[src/rtl/kdlp_pkg.sv]
// ----------------------------------------------------------------------------
// kdlp_pkg
// Shared types and constants for the key debounce, long-press and repeat block.
// ----------------------------------------------------------------------------
package kdlp_pkg;

    // Key count and field widths
    localparam int NUM_KEYS    = 6;
    localparam int STAMP_W     = 32;
    localparam int TIME_W      = 16;
    localparam int MODE_W      = 2;
    localparam int EVENT_W     = 3;
    localparam int CFG_IDX_W   = 2;

    // Key modes
    localparam logic [MODE_W-1:0] MODE_RELEASED = 2'd0;
    localparam logic [MODE_W-1:0] MODE_PRESSED  = 2'd1;
    localparam logic [MODE_W-1:0] MODE_LONG     = 2'd2;

    // Event codes
    localparam logic [EVENT_W-1:0] EV_NONE    = 3'd0;
    localparam logic [EVENT_W-1:0] EV_PRESS   = 3'd1;
    localparam logic [EVENT_W-1:0] EV_RELEASE = 3'd2;
    localparam logic [EVENT_W-1:0] EV_LONG    = 3'd3;
    localparam logic [EVENT_W-1:0] EV_REPEAT  = 3'd4;

    // Register indexes
    localparam logic [CFG_IDX_W-1:0] CFG_FILTER = 2'd0;
    localparam logic [CFG_IDX_W-1:0] CFG_LONG   = 2'd1;
    localparam logic [CFG_IDX_W-1:0] CFG_REPEAT = 2'd2;

    // Register reset values
    localparam logic [TIME_W-1:0] FILTER_RST = 16'd50;
    localparam logic [TIME_W-1:0] LONG_RST   = 16'd1000;
    localparam logic [TIME_W-1:0] REPEAT_RST = 16'd200;

    // Input request: one polling tick
    typedef struct packed {
        logic [STAMP_W-1:0]  now_ms;
        logic [NUM_KEYS-1:0] pin_levels;
        logic [NUM_KEYS-1:0] clear_mask;
    } t_in_req;

    // Result request: packed states and latched events
    typedef struct packed {
        logic [MODE_W*NUM_KEYS-1:0]  key_states;
        logic [EVENT_W*NUM_KEYS-1:0] key_events;
    } t_out_req;

    // Timing settings handed to every key cell
    typedef struct packed {
        logic [TIME_W-1:0] filter_ms;
        logic [TIME_W-1:0] long_press_ms;
        logic [TIME_W-1:0] repeat_ms;
    } t_cfg;

endpackage

[src/rtl/kdlp_cfg.sv]
// ----------------------------------------------------------------------------
// kdlp_cfg
// Timing register bank, written through a plain write port.
// ----------------------------------------------------------------------------
module kdlp_cfg (
    input  logic                           i_clk,
    input  logic                           i_rst_n,
    input  logic                           i_cfg_we,
    input  logic [kdlp_pkg::CFG_IDX_W-1:0] i_cfg_index,
    input  logic [kdlp_pkg::TIME_W-1:0]    i_cfg_wdata,
    output kdlp_pkg::t_cfg                 o_cfg
);
    import kdlp_pkg::*;

    t_cfg r_cfg;

    // Decode the write; unused index drops the write
    always_ff @(posedge i_clk) begin
        if (!i_rst_n) begin
            r_cfg.filter_ms     <= FILTER_RST;
            r_cfg.long_press_ms <= LONG_RST;
            r_cfg.repeat_ms     <= REPEAT_RST;
        end else if (i_cfg_we) begin
            unique case (i_cfg_index)
                CFG_FILTER: r_cfg.filter_ms     <= i_cfg_wdata;
                CFG_LONG:   r_cfg.long_press_ms <= i_cfg_wdata;
                CFG_REPEAT: r_cfg.repeat_ms     <= i_cfg_wdata;
                default: begin
                end
            endcase
        end
    end

    assign o_cfg = r_cfg;

endmodule

[src/rtl/kdlp_key.sv]
// ----------------------------------------------------------------------------
// kdlp_key
// Per-key debounce cell: stable level, mode, latched event and time stamps.
// ----------------------------------------------------------------------------
module kdlp_key (
    input  logic                          i_clk,
    input  logic                          i_rst_n,
    input  logic                          i_adv,
    input  logic [kdlp_pkg::STAMP_W-1:0]  i_now,
    input  logic                          i_level,
    input  logic                          i_clear,
    input  kdlp_pkg::t_cfg                i_cfg,
    output logic [kdlp_pkg::MODE_W-1:0]   o_mode_next,
    output logic [kdlp_pkg::EVENT_W-1:0]  o_event_next
);
    import kdlp_pkg::*;

    logic                r_level;
    logic [MODE_W-1:0]   r_mode;
    logic [EVENT_W-1:0]  r_event;
    logic [STAMP_W-1:0]  r_press;
    logic [STAMP_W-1:0]  r_last;

    logic                n_level;
    logic [MODE_W-1:0]   n_mode;
    logic [EVENT_W-1:0]  n_event;
    logic [STAMP_W-1:0]  n_press;
    logic [STAMP_W-1:0]  n_last;

    logic [STAMP_W-1:0]  w_since_last;
    logic [STAMP_W-1:0]  w_since_press;
    logic                w_filter_ok;
    logic                w_long_ok;
    logic                w_repeat_ok;

    // Elapsed times, modulo 2^32
    assign w_since_last  = i_now - r_last;
    assign w_since_press = i_now - r_press;
    assign w_filter_ok   = w_since_last  >= {{(STAMP_W-TIME_W){1'b0}}, i_cfg.filter_ms};
    assign w_long_ok     = w_since_press >= {{(STAMP_W-TIME_W){1'b0}}, i_cfg.long_press_ms};
    assign w_repeat_ok   = w_since_last  >= {{(STAMP_W-TIME_W){1'b0}}, i_cfg.repeat_ms};

    // Clear the pending event, then debounce and time the hold
    always_comb begin
        n_level = r_level;
        n_mode  = r_mode;
        n_event = i_clear ? EV_NONE : r_event;
        n_press = r_press;
        n_last  = r_last;
        if (i_level != r_level) begin
            if (w_filter_ok) begin
                n_level = i_level;
                n_last  = i_now;
                if (!i_level) begin
                    if (r_mode == MODE_RELEASED) begin
                        n_mode  = MODE_PRESSED;
                        n_event = EV_PRESS;
                        n_press = i_now;
                    end
                end else if (r_mode != MODE_RELEASED) begin
                    n_mode  = MODE_RELEASED;
                    n_event = EV_RELEASE;
                end
            end
        end else if (r_mode == MODE_PRESSED) begin
            if (w_long_ok) begin
                n_mode  = MODE_LONG;
                n_event = EV_LONG;
                n_last  = i_now;
            end
        end else if (r_mode == MODE_LONG) begin
            if (w_repeat_ok) begin
                n_event = EV_REPEAT;
                n_last  = i_now;
            end
        end
    end

    // Commit the key state when a request is processed
    always_ff @(posedge i_clk) begin
        if (!i_rst_n) begin
            r_level <= 1'b1;
            r_mode  <= MODE_RELEASED;
            r_event <= EV_NONE;
            r_press <= '0;
            r_last  <= '0;
        end else if (i_adv) begin
            r_level <= n_level;
            r_mode  <= n_mode;
            r_event <= n_event;
            r_press <= n_press;
            r_last  <= n_last;
        end
    end

    assign o_mode_next  = n_mode;
    assign o_event_next = n_event;

    // A held key always sits at the low stable level
    a_held_low: assert property (@(posedge i_clk) disable iff (!i_rst_n)
        (r_mode != MODE_RELEASED) |-> !r_level)
        else $error("kdlp_key: key held while stable level is high");

    // Long and repeat events only stand while the key is in long press
    a_long_event: assert property (@(posedge i_clk) disable iff (!i_rst_n)
        (r_event == EV_LONG || r_event == EV_REPEAT) |-> (r_mode == MODE_LONG))
        else $error("kdlp_key: long or repeat event outside long press");

    // A press event stands only while the key is pressed
    a_press_event: assert property (@(posedge i_clk) disable iff (!i_rst_n)
        (r_event == EV_PRESS) |-> (r_mode == MODE_PRESSED))
        else $error("kdlp_key: press event outside pressed mode");

    // Idle cycles leave the key state alone
    a_hold: assert property (@(posedge i_clk) disable iff (!i_rst_n)
        (!i_adv && $past(i_rst_n)) |=> ($stable(r_mode) && $stable(r_event)))
        else $error("kdlp_key: key state moved without a request");

endmodule

[src/rtl/key_debounce_long_press_repeat.sv]
// ----------------------------------------------------------------------------
// key_debounce_long_press_repeat
// Debounce for a bank of keys with press, release, long-press and repeat events.
// ----------------------------------------------------------------------------
// Usage:
//   Input channel (i_in_valid / o_in_stall / i_in_req): one request per polling
//   tick with the millisecond time stamp, the raw pin levels (high = released)
//   and a mask of pending events to clear before the tick is processed.
//   Output channel (o_out_valid / i_out_stall / o_out_req): one result per
//   request with the two-bit mode and three-bit latched event of every key.
//   Timing registers are written through i_cfg_we / i_cfg_index / i_cfg_wdata;
//   the user must write them only while no request is in flight, and the block
//   itself has no check for it. A request is captured in the input register,
//   then processed by all key cells in parallel as the result register takes
//   it and offers its result. Throughput is one request per cycle unless the
//   receiver stalls, set by the single combinational pass between the registers.
//   Reset (synchronous, active low) restores the timing defaults, puts every
//   key in the released state with no event and drops both registers.
//   When the receiver stalls, the result holds; the input register still
//   takes one more request and then stalls the sender.
// ----------------------------------------------------------------------------
module key_debounce_long_press_repeat (
    input  logic                           i_clk,
    input  logic                           i_rst_n,
    input  logic                           i_in_valid,
    output logic                           o_in_stall,
    input  kdlp_pkg::t_in_req              i_in_req,
    output logic                           o_out_valid,
    input  logic                           i_out_stall,
    output kdlp_pkg::t_out_req             o_out_req,
    input  logic                           i_cfg_we,
    input  logic [kdlp_pkg::CFG_IDX_W-1:0] i_cfg_index,
    input  logic [kdlp_pkg::TIME_W-1:0]    i_cfg_wdata
);
    import kdlp_pkg::*;

    logic               r_in_valid;
    t_in_req            r_in;
    logic               r_out_valid;
    t_out_req           r_out;
    t_out_req           n_out;

    t_cfg               w_cfg;
    logic               w_out_free;
    logic               w_adv;
    logic               w_take;
    logic [MODE_W-1:0]  w_mode  [NUM_KEYS];
    logic [EVENT_W-1:0] w_event [NUM_KEYS];

    // Handshake control
    assign w_out_free = !r_out_valid || !i_out_stall;
    assign w_adv      = r_in_valid && w_out_free;
    assign o_in_stall = r_in_valid && !w_out_free;
    assign w_take     = i_in_valid && !o_in_stall;

    // Timing registers
    kdlp_cfg u_cfg (
        .i_clk       (i_clk),
        .i_rst_n     (i_rst_n),
        .i_cfg_we    (i_cfg_we),
        .i_cfg_index (i_cfg_index),
        .i_cfg_wdata (i_cfg_wdata),
        .o_cfg       (w_cfg)
    );

    // One debounce cell per key
    for (genvar g = 0; g < NUM_KEYS; g++) begin : g_key
        kdlp_key u_key (
            .i_clk        (i_clk),
            .i_rst_n      (i_rst_n),
            .i_adv        (w_adv),
            .i_now        (r_in.now_ms),
            .i_level      (r_in.pin_levels[g]),
            .i_clear      (r_in.clear_mask[g]),
            .i_cfg        (w_cfg),
            .o_mode_next  (w_mode[g]),
            .o_event_next (w_event[g])
        );
    end

    // Pack the updated key states into the result
    always_comb begin
        n_out = '0;
        for (int k = 0; k < NUM_KEYS; k++) begin
            n_out.key_states[MODE_W*k +: MODE_W]   = w_mode[k];
            n_out.key_events[EVENT_W*k +: EVENT_W] = w_event[k];
        end
    end

    // Input register and result register
    always_ff @(posedge i_clk) begin
        if (!i_rst_n) begin
            r_in_valid  <= 1'b0;
            r_out_valid <= 1'b0;
        end else begin
            if (w_take) begin
                r_in_valid <= 1'b1;
            end else if (w_adv) begin
                r_in_valid <= 1'b0;
            end
            if (w_out_free) begin
                r_out_valid <= r_in_valid;
            end
        end
        if (w_take) begin
            r_in <= i_in_req;
        end
        if (w_adv) begin
            r_out <= n_out;
        end
    end

    assign o_out_valid = r_out_valid;
    assign o_out_req   = r_out;

    // Stall the sender only while a request is held
    a_stall_held: assert property (@(posedge i_clk) disable iff (!i_rst_n)
        o_in_stall |-> r_in_valid)
        else $error("top: input stalled with an empty input register");

    // A processed request always shows up as a result
    a_adv_result: assert property (@(posedge i_clk) disable iff (!i_rst_n)
        w_adv |=> o_out_valid)
        else $error("top: processed request produced no result");

    // A stalled result keeps its register occupied
    a_out_hold: assert property (@(posedge i_clk) disable iff (!i_rst_n)
        (o_out_valid && i_out_stall) |=> o_out_valid)
        else $error("top: stalled result was dropped");

endmodule
[config.mk]
export PLATFORM = sky130hd
export DESIGN_NAME = key_debounce_long_press_repeat
export DESIGN_NICKNAME = d
export VERILOG_FILES = /design/src/rtl/kdlp_pkg.sv /design/src/rtl/kdlp_cfg.sv /design/src/rtl/kdlp_key.sv /design/src/rtl/key_debounce_long_press_repeat.sv
export SDC_FILE = /design/constraint.sdc
export NUM_CORES = 2
export LEC_CHECK = 0
export BUFFER_PORTS_ARGS = -buffer_cell sky130_fd_sc_hd__buf_2
export CORE_UTILIZATION = 55
export CTS_BUF_LIST = sky130_fd_sc_hd__clkbuf_16
export DETAILED_ROUTE_END_ITERATION = 7
export PLACE_DENSITY = 0.71
export SLEW_MARGIN = 20
export SYNTH_ARGS = -nofsm -noshare
export SYNTH_HDL_FRONTEND = slang
export SYNTH_SLANG_ARGS = --single-unit
[constraint.sdc]
create_clock -name i_clk -period 8.9 [get_ports i_clk]
set_input_delay 0.445 -clock i_clk [delete_from_list [all_inputs] [get_ports i_clk]]
set_output_delay 0.445 -clock i_clk [all_outputs]
set_load 0.05 [all_outputs]
==> results.md <==
- Commonest non-fill, non-tap cells in the layout: ha_1 (678), nand2_1 (674), inv_1 (542)
- Max Clk Rate: 0.145 GHz
- Largest net degree at the start of global routing: 151
- Slew margin rel.: 23.9%
- Nets: 7,250
- Clock sinks: 544
- Syn-to-layout area delta: 8.26%
- Syn Inst Count: 6,462
- Crit Path Category: flip-flop to flip-flop
- Die extent in x: 306 um
- Global-route wire length before repair: 265,000 um
- Number of max-cap violations: 0
- Critical Path Start: r_in[12]
- Final Total Pwr: 8.55 mW
- Worst-margin pin slew: 1.13 ns
- Busiest grt layer: met2
- HP Class: input port to flip-flop
- DP Cell Count: 7,566
- Yosys Warn Count: 0
- Reg2reg path depth: 24
- DR vias: 49,017
- Worst-skew pair later-pin latency: 0.66 ns
- Primary FF master, synth: dfxtp_1
- CP Max Fanout: 32
- Clock share of power: 34.5%
- Crit path launch type: flip-flop
- TritonCTS Buffers: 66
- Critical path capture point type: flip-flop
- Clock Skew: 0.0466 ns
- Drt first pass iters: 6
- H-tree level count: 3
- Post-synthesis cell type count: 116
- Post-route ant nets: 0
- Post-synth net total: 7,219
- Post-synth ARST share: 0%
- Outcome: completed
- Die height: 306 um
- Die area: 0.0936 mm^2
- Post-CTS Hold Buffers: 44
- WL final: 176,000 um
- Switching portion of total power: 36.1%
- EDFF count, synth: 74
- IO Pins: 99
- Dpl hpwl: 129,000 um
- Iteration-0 DRC Markers: 4,386
- GPL Wtd Cong: 1.00
- Final Critical Period: 6.91 ns
- Pwr dens: 155 mW/mm^2
- Cell Count, Final, Fillers Out: 7,735
- Comb power frac: 34.2%
- Vias in the first global route: 45,850
- Static leakage: 23.0 nW
- Final setup viols: 0
- Psw: 3.09 mW
- Initial core utilization: 55.5%
- Final period util: 77.7%
- Worst R2R End: g_key[5].u_key.r_last[23]
- Layout cell share with drive strength beyond 1: 5.56%
- Initial antenna violation count: 5
- Arrival time worst endpoint: 7.39 ns
- Synthesized area per cell: 7.86 um^2
- Congestion Overflow GR: 0
- WL/cell: 22.8 um
- Post-route DRC: 0
- Register area share after synthesis: 22.9%
- TritonCTS clock tree: yes
- Avg Vias per Cell: 6.34
- Total core area: 0.0915 mm^2
- RR Startpoint: r_in[12]
- RSZ-0062 raised after global routing: false
- Cell area after synthesis: 0.0508 mm^2
- CP endpoint: g_key[5].u_key.r_last[23]
- Clk root buf: clkbuf_16
- Data required, critical path: 9.38 ns
- Gr usage total: 36.4%
- Post-synthesis sequential element count: 544
- Met1 usage: 45.4%
- FF-to-FF setup slack: 1.99 ns
- Grt met3 use: 5.98%
- Peak VDD IR: 121 uV
- Hold slack: 0.0618 ns
- Seq pwr share: 31.3%
- Port bufs: 98
- Fin. Hold Viols: 0
- CTS Buffer Depth: 3
- Cell internal pwr: 5.46 mW
- GRT met2 Usage: 59.7%
- Final Slew Violations: 0
- CTS resizes: 0
- Setup tns final: 0 ns
- Clk slew on worst S/H paths: 0.06 ns
- Most common cell after layout, fill and taps aside: ha_1
- Row cnt: 111
- Postcts setup bufs: 0
-- kinds of logic after synthesis --
logic type	after synthesis	share of synthesized area (%)
XOR/XNOR	257	4.43
AND/OR/NAND/NOR	2005	18.8
flip-flops	544	22.9
multiplexers	378	7.47
adder cells (fa/ha/maj)	690	17.2
AO/OA/AOI/OAI	1797	22.9
buffers and inverters	791	6.35
-- flip-flops by register name, summed over array words and instances, names as in the netlist --
signal,cells
u_cfg.o_cfg,48
r_in,44
o_out_req,30
g_key.u_key.r_event,18
g_key.u_key.r_level,6
o_out_valid,1
g_key.u_key.r_mode,12
g_key.u_key.r_last,192
r_in_valid,1
g_key.u_key.r_press,192
-- worst min-delay path by stage --
stage,start,endpoint,slack [ns],depth (start not counted)
final,i_out_stall,o_out_valid,0.06,3
after global routing,i_in_valid,r_in_valid,0.06,3
after CTS,i_out_stall,o_out_valid,0.03,3
after detailed placement,g_key[3].u_key.r_last[22],g_key[3].u_key.r_last[22],0.45,2
after global placement,g_key[3].u_key.r_last[11],g_key[3].u_key.r_last[11],0.44,2
after floorplan,g_key[3].u_key.r_last[10],g_key[3].u_key.r_last[10],0.43,2
-- worst max-delay path: stages, from the launching register on --
cell and delay, ns:
edfxtp_1 0.52, inv_1 0.44, ha_1 0.40, fa_1 0.41, nand2b_1 0.19, a21oi_1 0.27
o211ai_1 0.20, nand2_1 0.14, nand3_1 0.09, nand2_1 0.09, xor2_1 0.18, ha_1 0.25
nand4_1 0.14, a211oi_1 0.08, a2111oi_0 0.56, o2111ai_1 0.23, mux2i_1 0.18, o21ai_0 0.11
or4b_1 0.56, nor4_1 0.67, nand2_1 0.17, o21ai_2 0.13, o22ai_4 0.08, buf_4 0.29
mux2i_1 0.21
-- cell usage after synthesis (all sizes together), types with 74 or more instances --
master  number  area share (%)
nand2      675             5.0
nand2b      85             1.1
a21oi      530             5.2
o21ai      391             3.9
inv        539             4.0
nor2       504             3.7
ha         678              17
edfxtp      74             4.4
xor2        96             1.7
xnor2      161             2.8
o21a        87             1.3
clkbuf     195             1.4
nand4      131             1.6
a21o       188             2.8
dfxtp      470              19
o211ai      79             1.2
nand3      160             1.6
mux2i      370             7.3
nor3        97            0.97
-- layer usage --
metal / vias up / wire [um] / share of wire [%]
li1: 23435 / - / -
met1: 23192 / 72500 / 41
met2: 1950 / 79300 / 45
met3: 434 / 13600 / 7.7
met4: 6 / 10600 / 6.0
met5: - / 36 / 0.020
-- power by group through the flow --
stage | Combinational, mW | Sequential, mW | Clock, mW
6_report | 2.92 | 2.68 | 2.95
4_1_cts | 2.86 | 2.67 | 2.99
2_1_floorplan | 2.04 | 2.75 | 0
5_1_grt | 3.20 | 2.68 | 3.08
3_3_place_gp | 2.78 | 2.72 | 0
3_5_place_dp | 2.82 | 2.73 | 0
-- per-stage QoR --
step | cell area (um^2) | worst slack, ns | util (%)
2_1_floorplan | 50800 | 3.44 | -
3_3_place_gp | 52200 | 2.43 | 57.0
3_5_place_dp | 52200 | 2.19 | 57.0
4_1_cts | 55000 | 2.12 | 60.1
5_1_grt | 55000 | 1.68 | 60.1
6_report | 55000 | 1.99 | 60.1
-- final cells by class --
type	instances	area, um^2
clock buffers	70	1750
diodes	2	5.00
fillers	8324	36500
flip-flops and latches	544	11600
repair buffers	215	1510
well taps	1186	1480
multi-input cells	5127	36000
inverters	539	2030
clock inverters	52	598
Note: power is estimated with default switching activity, not from simulation.
